==> src/rtl/pcf_pkg.sv <==
// Package for the PNG chunk framer: phase codes, byte kinds, the item record
// and the byte-wide reflected CRC-32 fold.
// No dependencies.
`default_nettype none

package pcf_pkg;

  localparam int unsigned DataW   = 8;
  localparam int unsigned LenW    = 31;
  localparam int unsigned CrcW    = 32;
  localparam int unsigned InTdataW  = 40;
  localparam int unsigned OutTuserW = 3;

  localparam logic [CrcW-1:0] CrcPreset = 32'hFFFF_FFFF;
  localparam logic [CrcW-1:0] CrcPoly   = 32'hEDB8_8320;

  // Kind of an emitted word.
  typedef enum logic [1:0] {
    KIND_LEN  = 2'd0,
    KIND_DATA = 2'd1,
    KIND_CRC  = 2'd2
  } byte_kind_e;

  // Position of the emitter within the words one item causes.
  typedef enum logic [3:0] {
    PH_LEN3 = 4'd0,
    PH_LEN2 = 4'd1,
    PH_LEN1 = 4'd2,
    PH_LEN0 = 4'd3,
    PH_DATA = 4'd4,
    PH_CRC3 = 4'd5,
    PH_CRC2 = 4'd6,
    PH_CRC1 = 4'd7,
    PH_CRC0 = 4'd8
  } phase_e;

  // One accepted item with its finished CRC.
  typedef struct packed {
    logic [DataW-1:0] data_byte;
    logic [LenW-1:0]  data_length;
    logic             first_byte;
    logic             last_byte;
    logic [CrcW-1:0]  crc_fin;
  } item_t;

  // Fold one byte into a reflected CRC-32, eight shift steps.
  function automatic logic [CrcW-1:0] crc_fold(input logic [CrcW-1:0] crc,
                                              input logic [DataW-1:0] b);
    logic [CrcW-1:0] c;
    c = crc ^ {{(CrcW-DataW){1'b0}}, b};
    for (int i = 0; i < DataW; i++) begin
      c = c[0] ? (CrcPoly ^ (c >> 1)) : (c >> 1);
    end
    return c;
  endfunction

endpackage

`default_nettype wire

==> src/rtl/pcf_crc.sv <==
// Running CRC-32 register of the chunk framer.
// Depends on pcf_pkg for the fold function and constants.
`default_nettype none

module pcf_crc
  import pcf_pkg::*;
(
  input  wire logic             clk_i,
  input  wire logic             rst_ni,
  input  wire logic             accept_i,
  input  wire logic [DataW-1:0] data_byte_i,
  input  wire logic             first_byte_i,
  input  wire logic             last_byte_i,
  output logic      [CrcW-1:0]  crc_fin_o
);

  logic [CrcW-1:0] crc_q, crc_d;
  logic [CrcW-1:0] crc_next;

  // A first byte restarts the CRC before the byte is folded in.
  always_comb begin
    crc_next  = crc_fold(first_byte_i ? CrcPreset : crc_q, data_byte_i);
    crc_fin_o = ~crc_next;
    crc_d     = crc_q;
    if (accept_i) begin
      crc_d = last_byte_i ? CrcPreset : crc_next;
    end
  end

  always_ff @(posedge clk_i or negedge rst_ni) begin
    if (!rst_ni) begin
      crc_q <= CrcPreset;
    end else begin
      crc_q <= crc_d;
    end
  end

endmodule

`default_nettype wire

==> src/rtl/pcf_emitter.sv <==
// Item slot, word sequencer and output register of the chunk framer.
// Depends on pcf_pkg for the item record, phase codes and byte kinds.
`default_nettype none

module pcf_emitter
  import pcf_pkg::*;
(
  input  wire logic             clk_i,
  input  wire logic             rst_ni,
  input  wire logic             in_valid_i,
  output logic                  in_ready_o,
  input  wire item_t            in_item_i,
  output logic                  out_valid_o,
  input  wire logic             out_ready_i,
  output logic      [DataW-1:0] out_byte_o,
  output byte_kind_e            out_kind_o,
  output logic                  out_last_o,
  output logic                  out_done_o
);

  logic       item_valid_q, item_valid_d;
  item_t      item_q, item_d;
  phase_e     phase_q, phase_d;

  logic       out_valid_q, out_valid_d;
  logic [DataW-1:0] out_byte_q, out_byte_d;
  byte_kind_e out_kind_q, out_kind_d;
  logic       out_last_q, out_last_d;
  logic       out_done_q, out_done_d;

  logic       out_load, emit, emit_last, accept;
  phase_e     end_phase;
  logic [CrcW-1:0] len32;
  logic [DataW-1:0] sel_byte;
  byte_kind_e sel_kind;

  // Handshake between slot and output register.
  always_comb begin
    out_load   = !out_valid_q || out_ready_i;
    emit       = item_valid_q && out_load;
    end_phase  = item_q.last_byte ? PH_CRC0 : PH_DATA;
    emit_last  = emit && (phase_q == end_phase);
    in_ready_o = !item_valid_q || emit_last;
    accept     = in_valid_i && in_ready_o;
  end

  // Word selection for the current phase.
  always_comb begin
    len32 = {1'b0, item_q.data_length};
    unique case (phase_q)
      PH_LEN3: begin sel_byte = len32[31:24];          sel_kind = KIND_LEN;  end
      PH_LEN2: begin sel_byte = len32[23:16];          sel_kind = KIND_LEN;  end
      PH_LEN1: begin sel_byte = len32[15:8];           sel_kind = KIND_LEN;  end
      PH_LEN0: begin sel_byte = len32[7:0];            sel_kind = KIND_LEN;  end
      PH_CRC3: begin sel_byte = item_q.crc_fin[31:24]; sel_kind = KIND_CRC;  end
      PH_CRC2: begin sel_byte = item_q.crc_fin[23:16]; sel_kind = KIND_CRC;  end
      PH_CRC1: begin sel_byte = item_q.crc_fin[15:8];  sel_kind = KIND_CRC;  end
      PH_CRC0: begin sel_byte = item_q.crc_fin[7:0];   sel_kind = KIND_CRC;  end
      default: begin sel_byte = item_q.data_byte;      sel_kind = KIND_DATA; end
    endcase
  end

  // Slot and phase update.
  always_comb begin
    item_valid_d = item_valid_q;
    item_d       = item_q;
    phase_d      = phase_q;
    if (accept) begin
      item_valid_d = 1'b1;
      item_d       = in_item_i;
      phase_d      = in_item_i.first_byte ? PH_LEN3 : PH_DATA;
    end else if (emit_last) begin
      item_valid_d = 1'b0;
    end else if (emit) begin
      phase_d = phase_e'(phase_q + 4'd1);
    end
  end

  // Output register loads whenever it is empty or being drained.
  always_comb begin
    out_valid_d = out_valid_q;
    out_byte_d  = out_byte_q;
    out_kind_d  = out_kind_q;
    out_last_d  = out_last_q;
    out_done_d  = out_done_q;
    if (out_load) begin
      out_valid_d = emit;
    end
    if (emit) begin
      out_byte_d = sel_byte;
      out_kind_d = sel_kind;
      out_last_d = phase_q == end_phase;
      out_done_d = phase_q == PH_CRC0;
    end
  end

  always_ff @(posedge clk_i or negedge rst_ni) begin
    if (!rst_ni) begin
      item_valid_q <= 1'b0;
      phase_q      <= PH_DATA;
      out_valid_q  <= 1'b0;
    end else begin
      item_valid_q <= item_valid_d;
      phase_q      <= phase_d;
      out_valid_q  <= out_valid_d;
    end
  end

  always_ff @(posedge clk_i) begin
    item_q     <= item_d;
    out_byte_q <= out_byte_d;
    out_kind_q <= out_kind_d;
    out_last_q <= out_last_d;
    out_done_q <= out_done_d;
  end

  assign out_valid_o = out_valid_q;
  assign out_byte_o  = out_byte_q;
  assign out_kind_o  = out_kind_q;
  assign out_last_o  = out_last_q;
  assign out_done_o  = out_done_q;

  // The final CRC word always closes the run.
  a_done_closes: assert property (@(posedge clk_i) disable iff (!rst_ni)
    out_valid_q && out_done_q |-> out_last_q && (out_kind_q == KIND_CRC))
    else $error("chunk_done without end of run on a CRC word");

  // The phase never runs past the item's final word.
  a_phase_bound: assert property (@(posedge clk_i) disable iff (!rst_ni)
    item_valid_q |-> (phase_q <= end_phase))
    else $error("emitter phase beyond end of item");

  // An item is not dropped before its final word leaves.
  a_slot_held: assert property (@(posedge clk_i) disable iff (!rst_ni)
    emit && !emit_last |=> item_valid_q)
    else $error("item slot emptied before final word");

endmodule

`default_nettype wire

==> src/rtl/png_chunk_framer_crc32.sv <==
// Path: an item is held in the item slot; its words leave through the output register.
// Throughput: one item per cycle for plain bytes when not stalled; a first byte adds four
// length words and a last byte four CRC words, one word per cycle when not stalled.
// The item slot takes the next item in the cycle its final word moves out.
// Reset: asynchronous, active low; clears valids and presets the CRC to all ones.
// Top level of the PNG chunk framer; depends on pcf_pkg, pcf_crc and pcf_emitter.
`default_nettype none

module png_chunk_framer_crc32
  import pcf_pkg::*;
(
  input  wire logic                   clk_i,
  input  wire logic                   rst_ni,
  input  wire logic                   s_axis_tvalid_i,
  output logic                        s_axis_tready_o,
  input  wire logic [InTdataW-1:0]    s_axis_tdata_i,  // data_byte[7:0], data_length[38:8]
  input  wire logic                   s_axis_tlast_i,  // last_byte
  input  wire logic                   s_axis_tuser_i,  // first_byte
  output logic                        m_axis_tvalid_o,
  input  wire logic                   m_axis_tready_i,
  output logic      [DataW-1:0]       m_axis_tdata_o,  // out_byte[7:0]
  output logic                        m_axis_tlast_o,  // end_of_run
  output logic      [OutTuserW-1:0]   m_axis_tuser_o   // byte_kind[1:0], chunk_done[2]
);

  logic            accept;
  logic [CrcW-1:0] crc_fin;
  item_t           in_item;
  byte_kind_e      out_kind;
  logic            out_done;

  assign accept = s_axis_tvalid_i && s_axis_tready_o;

  // CRC is folded as the word is accepted.
  pcf_crc u_crc (
    .clk_i        (clk_i),
    .rst_ni       (rst_ni),
    .accept_i     (accept),
    .data_byte_i  (s_axis_tdata_i[7:0]),
    .first_byte_i (s_axis_tuser_i),
    .last_byte_i  (s_axis_tlast_i),
    .crc_fin_o    (crc_fin)
  );

  // Gather the accepted item.
  always_comb begin
    in_item.data_byte   = s_axis_tdata_i[7:0];
    in_item.data_length = s_axis_tdata_i[38:8];
    in_item.first_byte  = s_axis_tuser_i;
    in_item.last_byte   = s_axis_tlast_i;
    in_item.crc_fin     = crc_fin;
  end

  pcf_emitter u_emitter (
    .clk_i       (clk_i),
    .rst_ni      (rst_ni),
    .in_valid_i  (s_axis_tvalid_i),
    .in_ready_o  (s_axis_tready_o),
    .in_item_i   (in_item),
    .out_valid_o (m_axis_tvalid_o),
    .out_ready_i (m_axis_tready_i),
    .out_byte_o  (m_axis_tdata_o),
    .out_kind_o  (out_kind),
    .out_last_o  (m_axis_tlast_o),
    .out_done_o  (out_done)
  );

  assign m_axis_tuser_o = {out_done, out_kind};

endmodule

`default_nettype wire
==> config.mk <==
export PLATFORM = sky130hd
export DESIGN_NAME = png_chunk_framer_crc32
export DESIGN_NICKNAME = d
export VERILOG_FILES = /design/src/rtl/pcf_pkg.sv /design/src/rtl/pcf_crc.sv /design/src/rtl/pcf_emitter.sv /design/src/rtl/png_chunk_framer_crc32.sv
export SDC_FILE = /design/constraint.sdc
export NUM_CORES = 1
export LEC_CHECK = 0
export BUFFER_PORTS_ARGS = -buffer_cell sky130_fd_sc_hd__buf_2
export CAP_MARGIN = 25
export CORE_UTILIZATION = 45
export CTS_CLUSTER_SIZE = 24
export DETAILED_ROUTE_END_ITERATION = 10
export GPL_TIMING_DRIVEN = 0
export HOLD_SLACK_MARGIN = 0.1
export SLEW_MARGIN = 40
export SYNTH_ARGS = -nofsm -noshare
export SYNTH_HDL_FRONTEND = slang
export SYNTH_SLANG_ARGS = --single-unit
==> constraint.sdc <==
create_clock -name clk_i -period 6.75 [get_ports clk_i]
set_input_delay 1.0125 -clock clk_i [delete_from_list [all_inputs] [get_ports clk_i]]
set_output_delay 1.0125 -clock clk_i [all_outputs]
set_load 0.01 [all_outputs]
==> metrics.txt, run 1 <==
Slew HR=roughly 53%; width of the chip=116 um; logic gate share of total power=42.2%; Starting DRT DRC Count=286; critical path endpoint=u_emitter.item_q[28]$_DFFE_PP_; Netlist cell types=42; HP Class=flip-flop to flip-flop; drt pass-1 iters=7; ys async rst share=31.1%; Peak VDD IR=slightly above 200 uV; top cell type's share of synthesized area=between 40% and 50%; CP Class=flip-flop to flip-flop; overall routed net length=roughly 14000 um; CP startpoint=u_emitter.phase_q[0]$_DFFE_PN0P_; storage element area=3510 um2; CTS sink count=roughly 120; Final setup viols=0; IO Pins=60; Final Skew=just under 7 ps; CTS root buffer=clkbuf_16; Clock Tree Buf Depth=2; Avg Inst Size Synth=12.6 um2; crit path launch type=flip-flop; Max Slew Vio Count=0; CTS tree=built; post-layout util=~55%; clock latency at the later pin of the worst-skew pair=about 420 ps; CP Max Fanout=37; Max Cap Viol=0; Post-synth EDFFs=84; clk slew on worst S/H paths=50 ps; ratio of cells with drive above 1 in the final layout=29.0%; sequential fraction of the synthesis area=60.2%; Cell Area, Synth=5840 um2; clock group share of total power=23.7%; main flop type after synthesis=edfxtp_1; CP arrival=between 3000 and 4000 ps; outcome=complete, no violations; DRC viols=0; post-synthesis register bit count=122; fillers=1111; via count of the routed design=3765; CTS resizes=0; post-CTS setup buffers=0; part of the power in registers=34.1%; DR WL/cell=19.3 um; r2r startpoint=u_emitter.phase_q[0]$_DFFE_PN0P_; endpoints failing hold=0; vias in the first global route=3807; reg2reg path depth=9; FMAX=311 MHz; H-tree Lvls=4; Critical Path RT=about 6900 ps; area of the multi-input gates=between 2000 and 2500 um2; die area=13400 um2; antenna cells=0; initial core utilization=between 40 and 50%; RD Place Congestion=0.871; Via density=5.18; GRT Resource Usage Total=22.7%; CTS Buf Count=17; Sw Pwr=between 1000 and 1500 uW; reg2reg end=u_emitter.item_q[28]$_DFFE_PP_; Synth warnings=0; fin crit share=47.6%; leakage=around 0.0026 uW; Nets=slightly below 600; largest net degree at the start of global routing=39; crit path time final=3210 ps; Synth area leader=edfxtp_1; CP Capture Type=flip-flop; net count after synthesis=513; GRT overflow=0; placed wire-length estimate=9900 um; Placeable Area=approximately 13000 um2; first-pass GRT wire length=21600 um; Pint=~2400 uW; row cnt=41; # port buffers=58; worst slew pin tran=around 710 ps; ANT nets after route=0; die extent in y=116 um; top post-synthesis cells by area=edfxtp_1 (43%), dfstp_2 (15%), xnor2_1 (10%); Fin Setup TNS=0 ps; PwrDens=531 nW/um2; Layout area overhead=19.5%; CTS hold repair buffers=0; RSZ-0062 raised after global routing=no; Synth Instances=463; Sw Share=between 30% and 40%; register-to-register setup slack=between 3000 and 4000 ps; antenna violations before repair=0
==> registers in the layout (all words and copies together) (netlist names) <==
name	cells
u_emitter.out_last_o	1
u_emitter.item_q	72
u_crc.crc_q	32
u_emitter.item_valid_q	1
u_emitter.out_byte_o	8
u_emitter.phase_q	4
u_emitter.out_kind_o	2
u_emitter.out_valid_o	1
u_emitter.out_done_o	1
==> power by group through the flow <==
stage	logic (uW)	clock network [uW]	registers (uW)
global route	1700	924	1290
finish	1570	878	1260
floorplan	1110	0	1280
CTS	1570	888	1260
global placement	1530	0	1280
detailed placement	1560	0	1280
==> final cells by class <==
class	count	area share (%)
timing repair buffer	60	4.77
clock buffer	19	6.49
multi-input combinational	302	30.8
clock inverter	13	1.81
inverter	7	0.377
buffer	32	2.35
tap	172	3.08
sequential	122	50.4
==> cells in the final DEF (no fill, tap or decap), types with 6 or more instances in the layout <==
cell,instances
a21oi_1,39
a221oi_1,7
a22o_1,7
a22oi_1,8
buf_2,68
clkbuf_1,11
clkbuf_16,17
dfstp_2,33
edfxtp_1,84
inv_1,7
nand2_1,8
nor2_1,76
o21ai_0,9
xnor2_1,69
xnor2_2,6
xor2_1,21
==> synth_stat cells, drive strengths merged, types with 8 or more instances <==
| cell type | count |
|---|---|
| xnor2 | 78 |
| a22oi | 8 |
| dfstp | 33 |
| nand2 | 8 |
| a21oi | 41 |
| buf | 20 |
| clkbuf | 12 |
| o21ai | 9 |
| nor2 | 77 |
| edfxtp | 84 |
| xor2 | 23 |
==> kinds of logic (layout without fill, tap and decap cells) <==
logic type,Yosys count,count (layout),share of synthesized area [%]
compound gates,88,88,9.73
xor+xnor,103,103,17.8
buf+inv,39,131,3.19
flops,122,122,60.2
simple gates,103,103,7.46
mux,4,4,0.771
fa+ha+maj,4,4,0.857
==> metal layers <==
layer,share of wire [%],global-route usage [%],routed length [um]
met1,45,29.0,6310
met2,49,37.7,6950
met3,3.7,4.76,524
met4,2.0,9.32,283
met5,0,0,0
==> how the worst min path moves through the flow <==
stage | start | endpoint | cells past startpoint
2_1_floorplan | u_crc.crc_q[12]$_DFFE_PN1P_ | u_crc.crc_q[12]$_DFFE_PN1P_ | 2
3_5_place_dp | u_crc.crc_q[26]$_DFFE_PN1P_ | u_crc.crc_q[26]$_DFFE_PN1P_ | 2
6_report | u_crc.crc_q[8]$_DFFE_PN1P_ | u_crc.crc_q[8]$_DFFE_PN1P_ | 2
4_1_cts | u_crc.crc_q[13]$_DFFE_PN1P_ | u_crc.crc_q[13]$_DFFE_PN1P_ | 2
3_3_place_gp | u_crc.crc_q[25]$_DFFE_PN1P_ | u_crc.crc_q[25]$_DFFE_PN1P_ | 2
5_1_grt | u_crc.crc_q[29]$_DFFE_PN1P_ | u_crc.crc_q[29]$_DFFE_PN1P_ | 2
==> critical path: stages, from the launching register on <==
cell and delay [ps]:
dfrtp_1 430, inv_1 140, ha_1 150, buf_2 240, and4bb_2 290, o21ai_0 120
a21oi_1 550, clkbuf_4 460, buf_12 270, buf_12 230
==> stage by stage <==
step                std cells  hold WS [ps]  instance area, um2  setup WS [ps]  total power (uW)
floorplan                 463           481                5840           2510              2390
global route              727           525                6980           3370              3910
detailed placement        695           491                6390           3600              2840
finish                    727           505                6980           3540              3710
CTS                       727           506                6970           3620              3720
global placement          693           491                6340           1280              2810
(Power assumes the default switching activity.)
==> run 2, diff against run 1 <==
Settings changed: ABC_AREA from default to 1.
Clock period 6.75 ns to 3.27 ns, I/O delays scaled along.
==> metrics.txt, run 2 <==
outcome=complete, no violations; most frequent cells in the layout=nand2_1 (152), edfxtp_1 (84), buf_2 (60); ANT nets after route=0; first-pass GRT wire length=23400 um; IO Pins=60; DR WL/cell=17.6 um; Max Cap Viol=0; main flop type after synthesis=edfxtp_1; placed wire-length estimate=10400 um; CTS Buf Count=17; initial core utilization=46.1%; CTS root buffer=clkbuf_16; H-tree Lvls=4; Avg Inst Size Synth=10.1 um2; row cnt=42; FMAX=335 MHz; Hold Slack=253 ps; sequential fraction of the synthesis area=57.8%; PwrDens=957 nW/um2; Pint=4590 uW; via count of the routed design=4388; endpoints failing hold=0; Worst path top cell family by delay=buffers and inverters; width of the chip=118 um; GRT Resource Usage Total=22.8%; top post-synthesis cells by area=edfxtp_1 (42%), dfstp_2 (14%), nand2_1 (9.4%); Peak VDD IR=377 uV; Largest Register=u_emitter.item_q; Slew HR=54.6%; Synth area leader=edfxtp_1; antenna cells=0; slowest CP cell=clkbuf_8; Post-synth EDFFs=84; HP Class=input port to flip-flop; Final setup viols=0; setup ws final=282 ps; Critical Path RT=3310 ps; part of the power in registers=35.9%; crit path launch type=flip-flop; commonest non-fill, non-tap cell in the layout=nand2_1; Nets=roughly 730; logic gate share of total power=between 30% and 40%; Sw Share=34.3%; top cell type's share of synthesized area=41.5%; reg2reg path depth=10; Clock Tree Buf Depth=2; non-filler cells in the finished layout=868; clock group share of total power=31.1%; crit path time final=2990 ps; Sw Pwr=2400 uW; total stage count of the critical path=10; largest net degree at the start of global routing=a little over 80; Starting DRT DRC Count=a little over 300; number of flip-flops in the largest register=slightly above 70; RD Place Congestion=0.879; Via density=5.06; leakage=0.00316 uW; Commonest cells post-synth=nand2_1 (152), edfxtp_1 (84), nor2_1 (56), inv_1 (53), nand3_1 (34); fin crit share=around nine tenths; Netlist cell types=43; DP Worst Slack=250 ps; post-synthesis register bit count=122; hold depth=1; Layout area overhead=20.1%; CP peak stage delay=590 ps; Critical Path, Cell by Cell=inv_1, ha_1, clkbuf_1, nand2_1, nor2_1, nand2_1, nand2_2, nand2_2, clkinv_1, clkbuf_8; overall routed net length=15300 um; CP Class=flip-flop to flip-flop; CP Capture Type=flip-flop; Synth Instances=601; CTS tree=built; die area=14000 um2; antenna violations before repair=0; Pwr Total=about 7000 uW; area of the multi-input gates=2270 um2; worst slew pin tran=682 ps; Placed Cells=between 800 and 900; drt pass-1 iters=5; die extent in y=approximately 120 um; DRC viols=0; most numerous cell in the Yosys netlist=nand2_1; CP arrival=3030 ps; GRT overflow=0; Placeable Area=13200 um2; fillers=around 1200; RSZ-0062 raised after global routing=no; CP bufs+invs=4; clk slew on worst S/H paths=60 ps; ratio of cells with drive above 1 in the final layout=26.7%; net count after synthesis=651; storage element area=3510 um2; ys async rst share=between 30% and 40%; Max Slew Vio Count=0; clock latency at the later pin of the worst-skew pair=410 ps; CTS sink count=roughly 120; CP Max Fanout=~80; # port buffers=58; Synth warnings=0; Cell Area, Synth=6080 um2; Final Skew=approximately 5.7 ps; vias in the first global route=4139
run 2: cell types whose count changed after synthesis, moves of 6 or more:
cell      previous run  this run
nand2_1              8       152
nor2_1              76        56
xnor2_1             70         9
clkbuf_1            12         4
inv_1                7        53
nand3_1              2        34
buf_2               11         3
a21oi_1             39        24
nand2_2              0        19
xor2_1              21        27
run 2: final cells by class:
cell class	count	area share, %
inverters	59	3.03
clock buffers	19	6.20
well taps	176	3.02
multi-input cells	407	31.1
repair buffers	59	4.15
plain buffers	13	1.17
flip-flops and latches	122	48.1
clock inverters	13	3.24
run 2: worst reg2reg max path, stage by stage (launching register included):
cell and delay [ps]:
dfrtp_1 410, inv_1 140, ha_1 170, clkbuf_1 460, nand2_1 110, nor2_1 140, nand2_1 80, nand2_2 120
nand2_2 90, clkinv_1 240, clkbuf_8 590
run 2: worst paths after layout:
| check | slack (ps) | startpoint | end |
|---|---|---|---|
| hold / removal | 250 | s_axis_tdata_i[18] | u_emitter.item_q[44]$_DFFE_PP_ |
| hold reg to reg | 500 | u_crc.crc_q[15]$_DFFE_PN1P_ | u_crc.crc_q[15]$_DFFE_PN1P_ |
| min in group asynchronous | 640 | rst_ni | u_emitter.item_valid_q$_DFFE_PN0P_ |
| max in group asynchronous | 2260 | rst_ni | u_crc.crc_q[5]$_DFFE_PN1P_ |
| setup / recovery | 280 | u_emitter.phase_q[0]$_DFFE_PN0P_ | u_emitter.item_q[24]$_DFFE_PP_ |
| setup reg to reg | 280 | u_emitter.phase_q[0]$_DFFE_PN0P_ | u_emitter.item_q[24]$_DFFE_PP_ |
run 2: stage by stage:
stage | area [um2] | utilization [%] | TNS, ps
6_report | 7300 | 55.4 | 0
5_1_grt | 7300 | 55.4 | 0
4_1_cts | 7300 | 55.3 | 0
3_5_place_dp | 6600 | 50.0 | 0
3_3_place_gp | 6590 | 49.9 | -5790
2_1_floorplan | 6080 | - | 0
run 2: logic make-up (layout without fill, tap and decap cells):
kind of cell / after synthesis / after routing / share of synthesized area, %
DFF: 122 / 122 / 57.8
buffers and inverters: 72 / 163 / 4.94
xor gates and xnor gates: 42 / 42 / 7.17
adders and majority gates: 4 / 4 / 0.824
AOI/OAI and AO/OA: 67 / 67 / 7.29
and+or+nand+nor: 294 / 294 / 21.9
run 2: routing by layer:
metal  track usage, %  vias to the layer above  share of wire (%)
met1             31.0                     2074                 45
met5                0                        -                  0
met3             5.55                       14                6.4
li1                 -                     2150                  -
met4             6.81                        0                1.2
met2             36.3                      150                 47
run 2: repair_timing:
action | CTS | global route
hold buffers | 1 | 0
endpoints found under the setup margin | 0 | 24
gates resized for setup | 0 | 1
hold endpoints to repair | 5 | 0
buffers inserted | 0 | 0
run 2: power groups by stage:
| stage | clock (uW) | combinational, uW | sequential, uW |
|---|---|---|---|
| after floorplan | 0 | 1610 | 2530 |
| after global placement | 0 | 2250 | 2520 |
| after detailed placement | 0 | 2300 | 2530 |
| after CTS | 2200 | 2320 | 2510 |
| after global routing | 2270 | 2570 | 2540 |
| final | 2180 | 2300 | 2510 |
==> run 3, diff against run 2 <==
Settings changed: SYNTH_HIERARCHICAL from default to 1.
==> metrics.txt, run 3 <==
most frequent cells in the layout=nand2_1 (204), edfxtp_1 (84), inv_1 (66); GRT Resource Usage Total=22.2%; placed wire-length estimate=10800 um; net count after synthesis=707; Starting DRT DRC Count=226; crit path time final=2780 ps; leakage=0.00334 uW; Layout area overhead=18.5%; top cell type's share of synthesized area=40.5%; first-pass GRT wire length=23500 um; Critical Path RT=approximately 3600 ps; Max Cap Viol=0; drt pass-1 iters=5; die area=14300 um2; DRC viols=0; row cnt=between 40 and 50; Post-synth EDFFs=84; worst slew pin tran=around 630 ps; Final setup viols=0; CTS Buf Count=17; Largest Register=u_emitter/item_q; setup ws final=494 ps; Met2 Routed Length=7030 um; top post-synthesis cells by area=edfxtp_1 (41%), dfstp_2 (14%), nand2_1 (12%); Synth area leader=edfxtp_1; GRT overflow=0; antenna cells=0; largest net degree at the start of global routing=49; most numerous cell in the Yosys netlist=nand2_1; Avg Inst Size Synth=9.48 um2; CP Class=flip-flop to flip-flop; Commonest cells post-synth=nand2_1 (204), edfxtp_1 (84), inv_1 (66), nor2_1 (55), nand3_1 (44); Clock Tree Buf Depth=2; CTS sink count=122; endpoints failing hold=0; DP Worst Slack=275 ps; # port buffers=just under 60; wl on met1=6620 um; ys async rst share=a little under a third; initial core utilization=a little under half; post-synthesis register bit count=around 120; Cell Area, Synth=approximately 6200 um2; H-tree Lvls=4; number of flip-flops in the largest register=72; Max Slew Vio Count=0; Nets=786; antenna violations before repair=0; CP Max Fanout=17; RD Place Congestion=between 0.8 and 0.9; overall routed net length=14600 um; Netlist cell types=43; DR WL/cell=15.8 um; commonest non-fill, non-tap cell in the layout=nand2_1; IO Pins=60; Final Skew=7.69 ps; ANT nets after route=0; Top Layer Used=met4; main flop type after synthesis=edfxtp_1; Synth Instances=~660; Slew HR=58.3%; final instance area=between 7000 and 8000 um2; Peak VDD IR=367 uV; DP Area=6760 um2; PwrDens=938 nW/um2; fin crit share=84.9%; outcome=complete, no violations; met3 routed WL=about 770 um; ratio of cells with drive above 1 in the final layout=between 20% and 30%; post-CTS setup buffers=0; crit path launch type=flip-flop; clock latency at the later pin of the worst-skew pair=roughly 410 ps; Synth warnings=6; via count of the routed design=4549; CP arrival=roughly 3100 ps; die extent in y=120 um; CTS root buffer=clkbuf_16; CP Capture Type=flip-flop; FMAX=360 MHz; RSZ-0062 raised after global routing=no; vias in the first global route=about 4500; Placeable Area=between 10000 and 15000 um2; sequential fraction of the synthesis area=56.4%; clk slew on worst S/H paths=50 ps; HP Class=input port to flip-flop; Fin Setup TNS=0 ps; Via density=4.92; CTS tree=built; width of the chip=120 um
-- run 3: changes by cell type after synthesis, sizes merged, moves of 3 or more --
| cell | before | now |
|---|---|---|
| a221oi | 7 | 0 |
| inv | 56 | 80 |
| o21ai | 13 | 8 |
| nand2 | 175 | 229 |
| a21oi | 27 | 10 |
| o22ai | 0 | 11 |
| and2 | 4 | 1 |
| a32o | 5 | 0 |
| nand3 | 39 | 46 |
| a22o | 6 | 0 |
| nand3b | 1 | 4 |
| a22oi | 6 | 2 |
| xnor2 | 12 | 15 |
-- run 3: path summary, 6_finish.rpt --
check,start,end,slack (ps),cells past startpoint
min in group asynchronous,rst_ni,u_emitter/phase_q[3]$_DFFE_PN0P_,610,2
setup reg to reg,u_emitter/out_valid_o$_DFFE_PN0N_,u_crc/crc_q[9]$_DFFE_PN1P_,490,9
setup / recovery,u_emitter/out_valid_o$_DFFE_PN0N_,u_crc/crc_q[9]$_DFFE_PN1P_,490,9
hold / removal,s_axis_tdata_i[10],u_emitter/item_q[36]$_DFFE_PP_,250,1
max in group asynchronous,rst_ni,u_crc/crc_q[9]$_DFFE_PN1P_,2280,2
hold reg to reg,u_crc/crc_q[29]$_DFFE_PN1P_,u_crc/crc_q[29]$_DFFE_PN1P_,510,2
-- run 3: report_power, final --
part	internal [uW]	leakage, uW	switching (uW)	total (uW)
logic	869	0.00188	1650	2520
clock network	1270	0.000292	664	1930
registers	2300	0.00117	175	2480
total	4440	0.00334	2490	6930
-- run 3: per-layer routing --
layer / vias up / global-route usage [%]
li1: 2259 / -
met1: 2162 / 28.7
met2: 109 / 36.0
met3: 19 / 4.80
met4: 0 / 9.38
met5: - / 0
-- run 3: logic make-up after synthesis --
logic type / synth area share (%)
buf+inv: 6.59
compound gates: 3.76
simple gates: 25.7
flops: 56.4
fa+ha+maj: 0.804
xor+xnor: 6.67
-- run 3: cell type report --
| type | count | area (um2) |
|---|---|---|
| clock buffer | 19 | 433 |
| buffer | 15 | 106 |
| inverter | 81 | 307 |
| timing repair buffer | 60 | 323 |
| multi-input combinational | 439 | 2300 |
| clock inverter | 13 | 175 |
| tap | 176 | 220 |
| sequential | 122 | 3510 |
| fill | 1206 | 5970 |
-- run 3: repair_timing --
action / in CTS / in global routing
gates resized for setup: 0 / 0
hold endpoints to repair: 5 / 0
hold buffers: 1 / 0
-- run 3: worst max-delay path: stages, from the launching register on --
cell and delay, ps:
dfrtp_1 420, a21oi_4 530, nand3_1 230, nand2_2 140, nand2_1 60, inv_1 80
clkbuf_1 440, buf_1 550, o22ai_1 160, inv_1 90
-- run 3: per-stage QoR --
stage,utilization [%],hold slack [ps],std cells,power (uW)
after floorplan,-,195,657,4290
after global placement,50.5,486,891,4950
after detailed placement,50.7,494,892,5020
after CTS,55.3,235,925,6970
after global routing,55.3,237,925,7360
final,55.3,251,925,6930
